### src/hw/rtl/key_debounce_long_press_repeat_defines.svh
// ----------------------------------------------------------------------------
// key_debounce_long_press_repeat_defines
// assertion macros for the key debounce block, sampled on clk, off in reset
// ----------------------------------------------------------------------------
`ifndef KEY_DEBOUNCE_LONG_PRESS_REPEAT_DEFINES_SVH
`define KEY_DEBOUNCE_LONG_PRESS_REPEAT_DEFINES_SVH

// same-cycle implication
`define KDLPR_ASSERT_NOW(lbl, ante, cons) \
	lbl: assert property (@(posedge clk) disable iff (!arst_n) (ante) |-> (cons)) \
		else $error("kdlpr assertion failed");

// next-cycle implication
`define KDLPR_ASSERT_NEXT(lbl, ante, cons) \
	lbl: assert property (@(posedge clk) disable iff (!arst_n) (ante) |=> (cons)) \
		else $error("kdlpr assertion failed");

`endif

### src/hw/rtl/kdlpr_pkg.sv
// ----------------------------------------------------------------------------
// kdlpr_pkg
// shared types, codes and constants of the key debounce block
// ----------------------------------------------------------------------------
`default_nettype none

package kdlpr_pkg;

	localparam int NUM_KEYS = 2;
	localparam int CNT_W    = 16;
	localparam int KEY_W    = 1;
	localparam int KIND_W   = 2;
	localparam int IDX_W    = 2;

	localparam logic [CNT_W-1:0] RESET_DEBOUNCE = CNT_W'(20);
	localparam logic [CNT_W-1:0] RESET_LONG     = CNT_W'(800);
	localparam logic [CNT_W-1:0] RESET_REPEAT   = CNT_W'(200);
	localparam logic [CNT_W-1:0] TIME_MAX       = 16'hFFFF;

	typedef enum logic [KIND_W-1:0] {
		KIND_NONE   = 2'd0,
		KIND_CLICK  = 2'd1,
		KIND_LONG   = 2'd2,
		KIND_REPEAT = 2'd3
	} kind_t;

	typedef enum logic {
		OP_TICK = 1'b0,
		OP_READ = 1'b1
	} op_t;

	typedef enum logic [IDX_W-1:0] {
		REG_DEBOUNCE   = 2'd0,
		REG_LONG_PRESS = 2'd1,
		REG_REPEAT     = 2'd2,
		REG_ACTIVE_LOW = 2'd3
	} reg_idx_t;

	typedef struct packed {
		logic [CNT_W-1:0] debounce_ticks;
		logic [CNT_W-1:0] long_press_ticks;
		logic [CNT_W-1:0] repeat_ticks;
	} timing_t;

	typedef struct packed {
		logic [KEY_W-1:0] key;
		kind_t            kind;
	} mbox_t;

endpackage

`default_nettype wire

### src/hw/rtl/kdlpr_in_if.sv
// ----------------------------------------------------------------------------
// kdlpr_in_if
// command channel: tick samples or mailbox reads
// ----------------------------------------------------------------------------
`default_nettype none

interface kdlpr_in_if #(
	parameter int NUM_KEYS = kdlpr_pkg::NUM_KEYS
);
	logic                valid;
	logic                ready;
	logic                op;
	logic [NUM_KEYS-1:0] raw_levels;

	modport source (output valid, output op, output raw_levels, input ready);
	modport sink   (input valid, input op, input raw_levels, output ready);
endinterface

`default_nettype wire

### src/hw/rtl/kdlpr_out_if.sv
// ----------------------------------------------------------------------------
// kdlpr_out_if
// event channel: one beat per mailbox read
// ----------------------------------------------------------------------------
`default_nettype none

interface kdlpr_out_if;
	logic                            valid;
	logic                            ready;
	logic [kdlpr_pkg::KEY_W-1:0]     event_key;
	logic [kdlpr_pkg::KIND_W-1:0]    event_kind;

	modport source (output valid, output event_key, output event_kind, input ready);
	modport sink   (input valid, input event_key, input event_kind, output ready);
endinterface

`default_nettype wire

### src/hw/rtl/key_debounce_long_press_repeat.sv
// ----------------------------------------------------------------------------
// key_debounce_long_press_repeat
// debounced keys with click, long-press and auto-repeat events
// ----------------------------------------------------------------------------
// Takes one command beat per cycle. A tick beat samples all keys at once: one
// lane per key debounces and times its key in that same cycle, and the merge
// stage posts the lowest-index event into a one-entry mailbox if it is empty.
// A read beat returns the mailbox on the event channel in the next cycle and
// clears it; the event register frees itself in the cycle its beat is taken,
// so commands keep flowing at one per cycle as long as the event sink keeps
// up. Configuration writes take effect on the next tick.
`default_nettype none

`include "key_debounce_long_press_repeat_defines.svh"

module key_debounce_long_press_repeat #(
	parameter int NUM_KEYS = kdlpr_pkg::NUM_KEYS
) (
	input  wire logic                          clk,
	input  wire logic                          arst_n,
	input  wire logic                          cfg_we,
	input  wire logic [kdlpr_pkg::IDX_W-1:0]   cfg_idx,
	input  wire logic [kdlpr_pkg::CNT_W-1:0]   cfg_data,
	kdlpr_in_if.sink                           cmd,
	kdlpr_out_if.source                        evt
);

	kdlpr_pkg::timing_t timing_q;
	logic               active_low_q;
	logic               cmd_fire;
	logic               tick;
	logic               rd;
	logic               evt_valid_q;
	kdlpr_pkg::mbox_t   evt_q;
	kdlpr_pkg::mbox_t   mbox;
	kdlpr_pkg::kind_t   lane_kind [NUM_KEYS];

	// config registers
	always_ff @(posedge clk or negedge arst_n) begin
		if (!arst_n) begin
			timing_q.debounce_ticks   <= kdlpr_pkg::RESET_DEBOUNCE;
			timing_q.long_press_ticks <= kdlpr_pkg::RESET_LONG;
			timing_q.repeat_ticks     <= kdlpr_pkg::RESET_REPEAT;
			active_low_q              <= 1'b1;
		end else if (cfg_we) begin
			case (cfg_idx)
				kdlpr_pkg::REG_DEBOUNCE:   timing_q.debounce_ticks   <= cfg_data;
				kdlpr_pkg::REG_LONG_PRESS: timing_q.long_press_ticks <= cfg_data;
				kdlpr_pkg::REG_REPEAT:     timing_q.repeat_ticks     <= cfg_data;
				kdlpr_pkg::REG_ACTIVE_LOW: active_low_q              <= cfg_data[0];
				default: begin
				end
			endcase
		end
	end

	assign cmd.ready = !evt_valid_q || evt.ready;
	assign cmd_fire  = cmd.valid && cmd.ready;
	assign tick      = cmd_fire && (cmd.op == kdlpr_pkg::OP_TICK);
	assign rd        = cmd_fire && (cmd.op == kdlpr_pkg::OP_READ);

	for (genvar k = 0; k < NUM_KEYS; k++) begin : g_lane
		kdlpr_lane u_lane (
			.clk    (clk),
			.arst_n (arst_n),
			.tick   (tick),
			.sample (cmd.raw_levels[k] ^ active_low_q),
			.timing (timing_q),
			.kind   (lane_kind[k])
		);
	end

	kdlpr_merge #(
		.NUM_KEYS (NUM_KEYS)
	) u_merge (
		.clk       (clk),
		.arst_n    (arst_n),
		.tick      (tick),
		.rd        (rd),
		.lane_kind (lane_kind),
		.mbox      (mbox)
	);

	// event output register
	always_ff @(posedge clk or negedge arst_n) begin
		if (!arst_n) begin
			evt_valid_q <= 1'b0;
		end else if (rd) begin
			evt_valid_q <= 1'b1;
		end else if (evt.ready) begin
			evt_valid_q <= 1'b0;
		end
	end

	always_ff @(posedge clk) begin
		if (rd) begin
			evt_q <= mbox;
		end
	end

	assign evt.valid      = evt_valid_q;
	assign evt.event_key  = evt_q.key;
	assign evt.event_kind = evt_q.kind;

	`KDLPR_ASSERT_NEXT(a_read_gives_beat, rd, evt_valid_q && evt_q == $past(mbox))
	`KDLPR_ASSERT_NEXT(a_read_clears, rd, mbox.kind == kdlpr_pkg::KIND_NONE)
	`KDLPR_ASSERT_NEXT(a_mbox_holds, !rd && mbox.kind != kdlpr_pkg::KIND_NONE, $stable(mbox))
	`KDLPR_ASSERT_NOW(a_stall_blocks, evt_valid_q && !evt.ready, !cmd.ready)

endmodule

`default_nettype wire

### src/hw/rtl/kdlpr_lane.sv
// ----------------------------------------------------------------------------
// kdlpr_lane
// per-key debouncer and press timer, reports one event kind per tick
// ----------------------------------------------------------------------------
`default_nettype none

module kdlpr_lane (
	input  wire logic              clk,
	input  wire logic              arst_n,
	input  wire logic              tick,
	input  wire logic              sample,
	input  wire kdlpr_pkg::timing_t timing,
	output kdlpr_pkg::kind_t       kind
);

	logic                          last_q, last_d;
	logic                          stable_q, stable_d;
	logic                          longr_q, longr_d;
	logic [kdlpr_pkg::CNT_W-1:0]   cnt_q, cnt_d;
	logic [kdlpr_pkg::CNT_W-1:0]   press_q, press_d;
	logic [kdlpr_pkg::CNT_W-1:0]   rpt_q, rpt_d;
	logic [kdlpr_pkg::CNT_W-1:0]   cnt_inc;
	logic [kdlpr_pkg::CNT_W-1:0]   press_inc;
	logic [kdlpr_pkg::CNT_W-1:0]   rpt_inc;

	always_comb begin
		last_d    = last_q;
		stable_d  = stable_q;
		longr_d   = longr_q;
		cnt_d     = cnt_q;
		press_d   = press_q;
		rpt_d     = rpt_q;
		kind      = kdlpr_pkg::KIND_NONE;
		cnt_inc   = kdlpr_pkg::CNT_W'(cnt_q + 1'b1);
		press_inc = (press_q != kdlpr_pkg::TIME_MAX) ?
			kdlpr_pkg::CNT_W'(press_q + 1'b1) : press_q;
		rpt_inc   = kdlpr_pkg::CNT_W'(rpt_q + 1'b1);

		// debounce
		if (sample != last_q) begin
			last_d = sample;
			cnt_d  = '0;
		end else if (cnt_q < timing.debounce_ticks) begin
			cnt_d = cnt_inc;
			if (cnt_inc >= timing.debounce_ticks && stable_q != last_q) begin
				stable_d = last_q;
				if (!last_q) begin
					// release
					if (press_q < timing.long_press_ticks && !longr_q) begin
						kind = kdlpr_pkg::KIND_CLICK;
					end
					press_d = '0;
					rpt_d   = '0;
					longr_d = 1'b0;
				end
			end
		end

		// press timing, press/repeat/long state is untouched above while held
		if (stable_d) begin
			press_d = press_inc;
			if (!longr_q) begin
				if (press_inc >= timing.long_press_ticks) begin
					kind    = kdlpr_pkg::KIND_LONG;
					longr_d = 1'b1;
					rpt_d   = '0;
				end
			end else begin
				rpt_d = rpt_inc;
				if (rpt_inc >= timing.repeat_ticks) begin
					kind  = kdlpr_pkg::KIND_REPEAT;
					rpt_d = '0;
				end
			end
		end
	end

	always_ff @(posedge clk or negedge arst_n) begin
		if (!arst_n) begin
			last_q   <= 1'b0;
			stable_q <= 1'b0;
			longr_q  <= 1'b0;
			cnt_q    <= '0;
			press_q  <= '0;
			rpt_q    <= '0;
		end else if (tick) begin
			last_q   <= last_d;
			stable_q <= stable_d;
			longr_q  <= longr_d;
			cnt_q    <= cnt_d;
			press_q  <= press_d;
			rpt_q    <= rpt_d;
		end
	end

endmodule

`default_nettype wire

### src/hw/rtl/kdlpr_merge.sv
// ----------------------------------------------------------------------------
// kdlpr_merge
// single-entry event mailbox, first event wins, lowest key first in a tick
// ----------------------------------------------------------------------------
`default_nettype none

module kdlpr_merge #(
	parameter int NUM_KEYS = kdlpr_pkg::NUM_KEYS
) (
	input  wire logic          clk,
	input  wire logic          arst_n,
	input  wire logic          tick,
	input  wire logic          rd,
	input  wire kdlpr_pkg::kind_t lane_kind [NUM_KEYS],
	output kdlpr_pkg::mbox_t   mbox
);

	kdlpr_pkg::mbox_t mbox_q;
	kdlpr_pkg::mbox_t sel;

	always_comb begin
		sel.key  = '0;
		sel.kind = kdlpr_pkg::KIND_NONE;
		for (int k = NUM_KEYS - 1; k >= 0; k--) begin
			if (lane_kind[k] != kdlpr_pkg::KIND_NONE) begin
				sel.key  = kdlpr_pkg::KEY_W'(k);
				sel.kind = lane_kind[k];
			end
		end
	end

	always_ff @(posedge clk or negedge arst_n) begin
		if (!arst_n) begin
			mbox_q.key  <= '0;
			mbox_q.kind <= kdlpr_pkg::KIND_NONE;
		end else if (rd) begin
			mbox_q.key  <= '0;
			mbox_q.kind <= kdlpr_pkg::KIND_NONE;
		end else if (tick && mbox_q.kind == kdlpr_pkg::KIND_NONE) begin
			mbox_q <= sel;
		end
	end

	assign mbox = mbox_q;

endmodule

`default_nettype wire
### src/flat_wrapper.sv
// flat-port wrapper written by rule: the top's interface ports become plain ports
module key_debounce_long_press_repeat_flat 
#(
	parameter int NUM_KEYS = kdlpr_pkg::NUM_KEYS
)
  (clk, arst_n, cfg_we, cfg_idx, cfg_data, cmd_valid, cmd_op, cmd_raw_levels, cmd_ready, evt_valid, evt_event_key, evt_event_kind, evt_ready);
  kdlpr_in_if #(.NUM_KEYS(NUM_KEYS)) cmd_i ();
  kdlpr_out_if evt_i ();
  input  wire logic clk;
  input  wire logic arst_n;
  input  wire logic cfg_we;
  input  wire logic [kdlpr_pkg::IDX_W-1:0] cfg_idx;
  input  wire logic [kdlpr_pkg::CNT_W-1:0] cfg_data;
  input wire logic [$bits(cmd_i.valid)-1:0] cmd_valid;
  input wire logic [$bits(cmd_i.op)-1:0] cmd_op;
  input wire logic [$bits(cmd_i.raw_levels)-1:0] cmd_raw_levels;
  output wire logic [$bits(cmd_i.ready)-1:0] cmd_ready;
  output wire logic [$bits(evt_i.valid)-1:0] evt_valid;
  output wire logic [$bits(evt_i.event_key)-1:0] evt_event_key;
  output wire logic [$bits(evt_i.event_kind)-1:0] evt_event_kind;
  input wire logic [$bits(evt_i.ready)-1:0] evt_ready;
  assign cmd_i.valid = cmd_valid;
  assign cmd_i.op = cmd_op;
  assign cmd_i.raw_levels = cmd_raw_levels;
  assign cmd_ready = cmd_i.ready;
  assign evt_valid = evt_i.valid;
  assign evt_event_key = evt_i.event_key;
  assign evt_event_kind = evt_i.event_kind;
  assign evt_i.ready = evt_ready;
  key_debounce_long_press_repeat #(.NUM_KEYS(NUM_KEYS)) u_core (.clk(clk), .arst_n(arst_n), .cfg_we(cfg_we), .cfg_idx(cfg_idx), .cfg_data(cfg_data), .cmd(cmd_i), .evt(evt_i));
endmodule
### config.mk
export PLATFORM = sky130hd
export DESIGN_NAME = key_debounce_long_press_repeat_flat
export DESIGN_NICKNAME = d
export VERILOG_FILES = /design/src/hw/rtl/kdlpr_pkg.sv /design/src/hw/rtl/kdlpr_in_if.sv /design/src/hw/rtl/kdlpr_out_if.sv /design/src/hw/rtl/key_debounce_long_press_repeat.sv /design/src/hw/rtl/kdlpr_lane.sv /design/src/hw/rtl/kdlpr_merge.sv /design/src/flat_wrapper.sv
export VERILOG_INCLUDE_DIRS = /design/src /design/src/hw/rtl
export SDC_FILE = /design/constraint.sdc
export NUM_CORES = 1
export LEC_CHECK = 0
export BUFFER_PORTS_ARGS = -buffer_cell sky130_fd_sc_hd__buf_2
export CAP_MARGIN = 15
export CORE_MARGIN = 2
export CORE_UTILIZATION = 30
export CTS_CLUSTER_SIZE = 25
export DETAILED_ROUTE_END_ITERATION = 12
export PLACE_DENSITY = 0.47
export SLEW_MARGIN = 20
export SYNTH_ARGS = -nofsm -noshare
export SYNTH_HDL_FRONTEND = slang
export SYNTH_HIERARCHICAL = 1
export SYNTH_SLANG_ARGS = --single-unit
### constraint.sdc
create_clock -name clk -period 8.6 [get_ports clk]
set_input_delay 0.43 -clock clk [delete_from_list [all_inputs] [get_ports clk]]
set_output_delay 0.43 -clock clk [all_outputs]
set_load 0.05 [all_outputs]
==> impl_metrics.yaml <==
worst_setup_path:
  cp.required_ns: 8.90
  cp_data_arrival_time_ns: 4.92
  worstSetupEndpointType: "register"
  reg2regPathDepth: 18
  crit_buf_inv: 0
  worstSetupPathType: "reg2reg"
  reg2reg_to: "u_core/u_merge/mbox[1]"
  r2r_slack_ns: 3.98
  crit_family: "simple AND/OR/NAND/NOR gates"
  start_kind: "register"
  max_stage_delay_ns: 0.63
  r2r_start: "u_core/g_lane[1].u_lane/press_q[5]"
  crit_path_cell_trace: "and3_1, and4_4, nand3_4, or3_4, and4_2, nand2_1, xnor2_1, ha_1, a21oi_1, nor2_1, a2111oi_0, nand2_1, o21ai_0, or2b_1, and3_1, nor2b_1, o211ai_1, a21oi_1"
  crit_fanout: 11
  cp_slowest_cell: "a2111oi_0"
routing:
  drt_wl_total_mm: 32.47
  viasPerCell: 5.064
  routedWlPerCell_um: 17.48
  ant_nets: 0
  dr.pass1.iters: 7
  drt_iter0_markers: 553
  drc: 0
  dr_total_vias: 9404
global_route:
  grt_pass1_wl_mm: 52.51
  overflow: 0
  grt_pass1_vias: 9398
  grt_antenna_before_repair: 0
  grt.total_usage_pct: 16.29
  grt_max_degree: 89
synthesis:
  synth.top_cells.by_count: "ha_1 (164), dfrtp_1 (146), inv_1 (122)"
  synth_most_common_cell: "ha_1"
  synthesis.nets: 1480
  synthArstFlopShare_pct: 98.10
  synthCells: 1290
  synth-edff-count: 3
  synth_seq_area_share_pct: 33.35
  synth_top_area_share_pct: 30.61
  synth_area_per_cell_um2: 9.252
  ys.warnings.count: 6
  ys.flop_type: "dfrtp_1"
  synth_cell_types: 83
  yosys-top-cells-area: "dfrtp_1 (31%), ha_1 (17%), mux2_2 (5.0%)"
  synth.largest_area_cell: "dfrtp_1"
  ys_seq_elements: 158
  netlist_area_um2: 11940
clocking:
  postCtsHoldBufs: 0
  clockBufferDepth: 2
  cts_buffers: 17
  cts_tree: "yes"
  post_cts_resized: 0
  path_clk_slew_ns: 0.07
  clock_latency_ns: 0.45
  postCtsSetupRepairBufs: 0
  h-tree-depth: 4
  cts_root_buffer: "clkbuf_16"
  clock_sinks: 158
final_layout:
  finalNetCount: 1509
  antennaDiodeCount: 0
  areaGrowthSynthToFinish_pct: 10.85
  multi_input_area_um2: 7341
  nFillCells: 4118
  layout-drive-gt1-share_pct: 12.99
  seq_area_um2: 3980
  fin_area_um2: 13230
  final_cells: 1857
sta:
  slew_headroom_pct: 33.15
  hold_viol_final: 0
  drv_slew: 0
  period_needed_ns: 4.623
  finalSetupTns_ns: 0
  tightest_slew_ns: 0.9956
  fmax_mhz: 216.3
  finalSetupViolations: 0
  clock_skew_ns: 0.01606
  holdWs_ns: 0.06926
  rsz0062_at_grt: "false"
  post-route-period-util_pct: 53.76
pwr:
  total_leakage_power_nw: 6.354
  ir_worst_vdd_v: 0.0001445
  swShare_pct: 39.56
  power_frac_comb_pct: 35.4
  p_seq_share_pct: 37.2
  internal-power_w: 0.001712
  power_density_nw_per_um2: 214.1
  switchingPower_w: 0.001121
  pwr-share-clk_pct: 27.4
flow_run:
  cap_viol_max_count: 0
min_path:
  hold_class: "in2async"
die:
  io_pins: 31
  die_x_um: 203.5
  die-area_um2: 41400
  die_h_um: 203.5
  start_util_pct: 30.25
  core-area_um2: 39460
  rows: 73
placement:
  dp_hpwl_mm: 24.56
  gp_congestion: 0.7976
  port_buffers: 30
  postPlaceCellArea_um2: 12660
  post-place-cells: 1825
run_status:
  outcome: "finished clean"
==> area by class of cell <==
type / instances / share of cell area (%)
clock buffers: 19 / 3.348
clock inverters: 13 / 0.9646
inverters: 122 / 3.461
multi-input cells: 981 / 55.49
flip-flops and latches: 158 / 30.08
well taps: 525 / 4.965
repair buffers: 39 / 1.693
==> stage by stage <==
step	worst slack [ns]	power, W	utilization (%)
4_1_cts	3.961	0.002870	33.53
6_report	3.977	0.002833	33.53
5_1_grt	3.479	0.003066	33.53
2_1_floorplan	4.644	0.001750	-
3_5_place_dp	3.978	0.002074	32.08
3_3_place_gp	4.067	0.002064	32.08
==> worst max path at each step <==
stage                                             from                           endpoint  slack (ns)  cells past startpoint
floorplan             u_core/g_lane[1].u_lane/cnt_q[2]             u_core/u_merge/mbox[1]        4.64                     21
global placement    u_core/g_lane[1].u_lane/press_q[5]             u_core/u_merge/mbox[1]        4.07                     18
detailed placement  u_core/g_lane[1].u_lane/press_q[6]             u_core/u_merge/mbox[1]        3.98                     18
CTS                 u_core/g_lane[1].u_lane/press_q[5]             u_core/u_merge/mbox[1]        3.96                     18
global route          u_core/g_lane[0].u_lane/cnt_q[0]  u_core/g_lane[0].u_lane/rpt_q[10]        3.48                     15
finish              u_core/g_lane[1].u_lane/press_q[5]             u_core/u_merge/mbox[1]        3.98                     18
==> layer usage <==
layer  routed length (µm)  track usage [%]  up-vias  part of all wire, %
met5                    0                0        -                    0
met4                  671            5.422        0                  2.1
met3                  616            2.333       31                  1.9
met2                15520            27.19       84                   48
met1                15660            21.62     4572                   48
li1                     -                -     4717                    -
==> registers in the layout, indices dropped and copies added (netlist names) <==
signal / flops
u_core/g_lane.u_lane/rpt_q: 32
u_core/g_lane.u_lane/last_q: 2
u_core/g_lane.u_lane/press_q: 32
u_core/active_low_q: 1
u_core/g_lane.u_lane/stable_q: 2
u_core/g_lane.u_lane/cnt_q: 32
u_core/evt.event_kind: 2
u_core/evt.event_key: 1
u_core/g_lane.u_lane/longr_q: 2
u_core/evt.valid: 1
u_core/timing_q: 48
u_core/u_merge/mbox: 3
==> cell usage in the layout, fill, tap and decap left out, drive strengths merged, types with 4 or more instances in the layout <==
cell,instances
a2111oi,4
a21o,20
a21oi,67
a221o,4
a22o,22
a31oi,19
a32o,8
a41oi,5
and2,7
and3,29
and4,4
buf,39
clkbuf,19
clkinv,4
dfrtp,146
dfstp,9
ha,164
inv,129
mux2,53
nand2,111
nand2b,20
nand3,58
nand3b,7
nand4,29
nor2,64
nor2b,10
nor3,18
nor3b,7
nor4,5
o211ai,15
o21a,8
o21ai,93
o31ai,14
or2,4
or3,4
xnor2,44
xor2,34
==> kinds of logic after synthesis <==
logic type	after synthesis	synth area share [%]
AO/OA/AOI/OAI	302	16.75
XOR/XNOR	78	5.724
adder cells (fa/ha/maj)	164	17.19
buffers and inverters	151	5.284
flip-flops	158	33.35
multiplexers	55	5.168
AND/OR/NAND/NOR	382	16.53
==> power groups by stage <==
stage | registers, W | logic, W | clock network (W)
finish | 0.00106 | 0.00100 | 0.000775
global route | 0.00108 | 0.00116 | 0.000829
CTS | 0.00105 | 0.00102 | 0.000800
detailed placement | 0.00107 | 0.00101 | 0
global placement | 0.00106 | 0.00100 | 0
floorplan | 0.00100 | 0.000745 | 0
(Power assumes the default switching activity.)
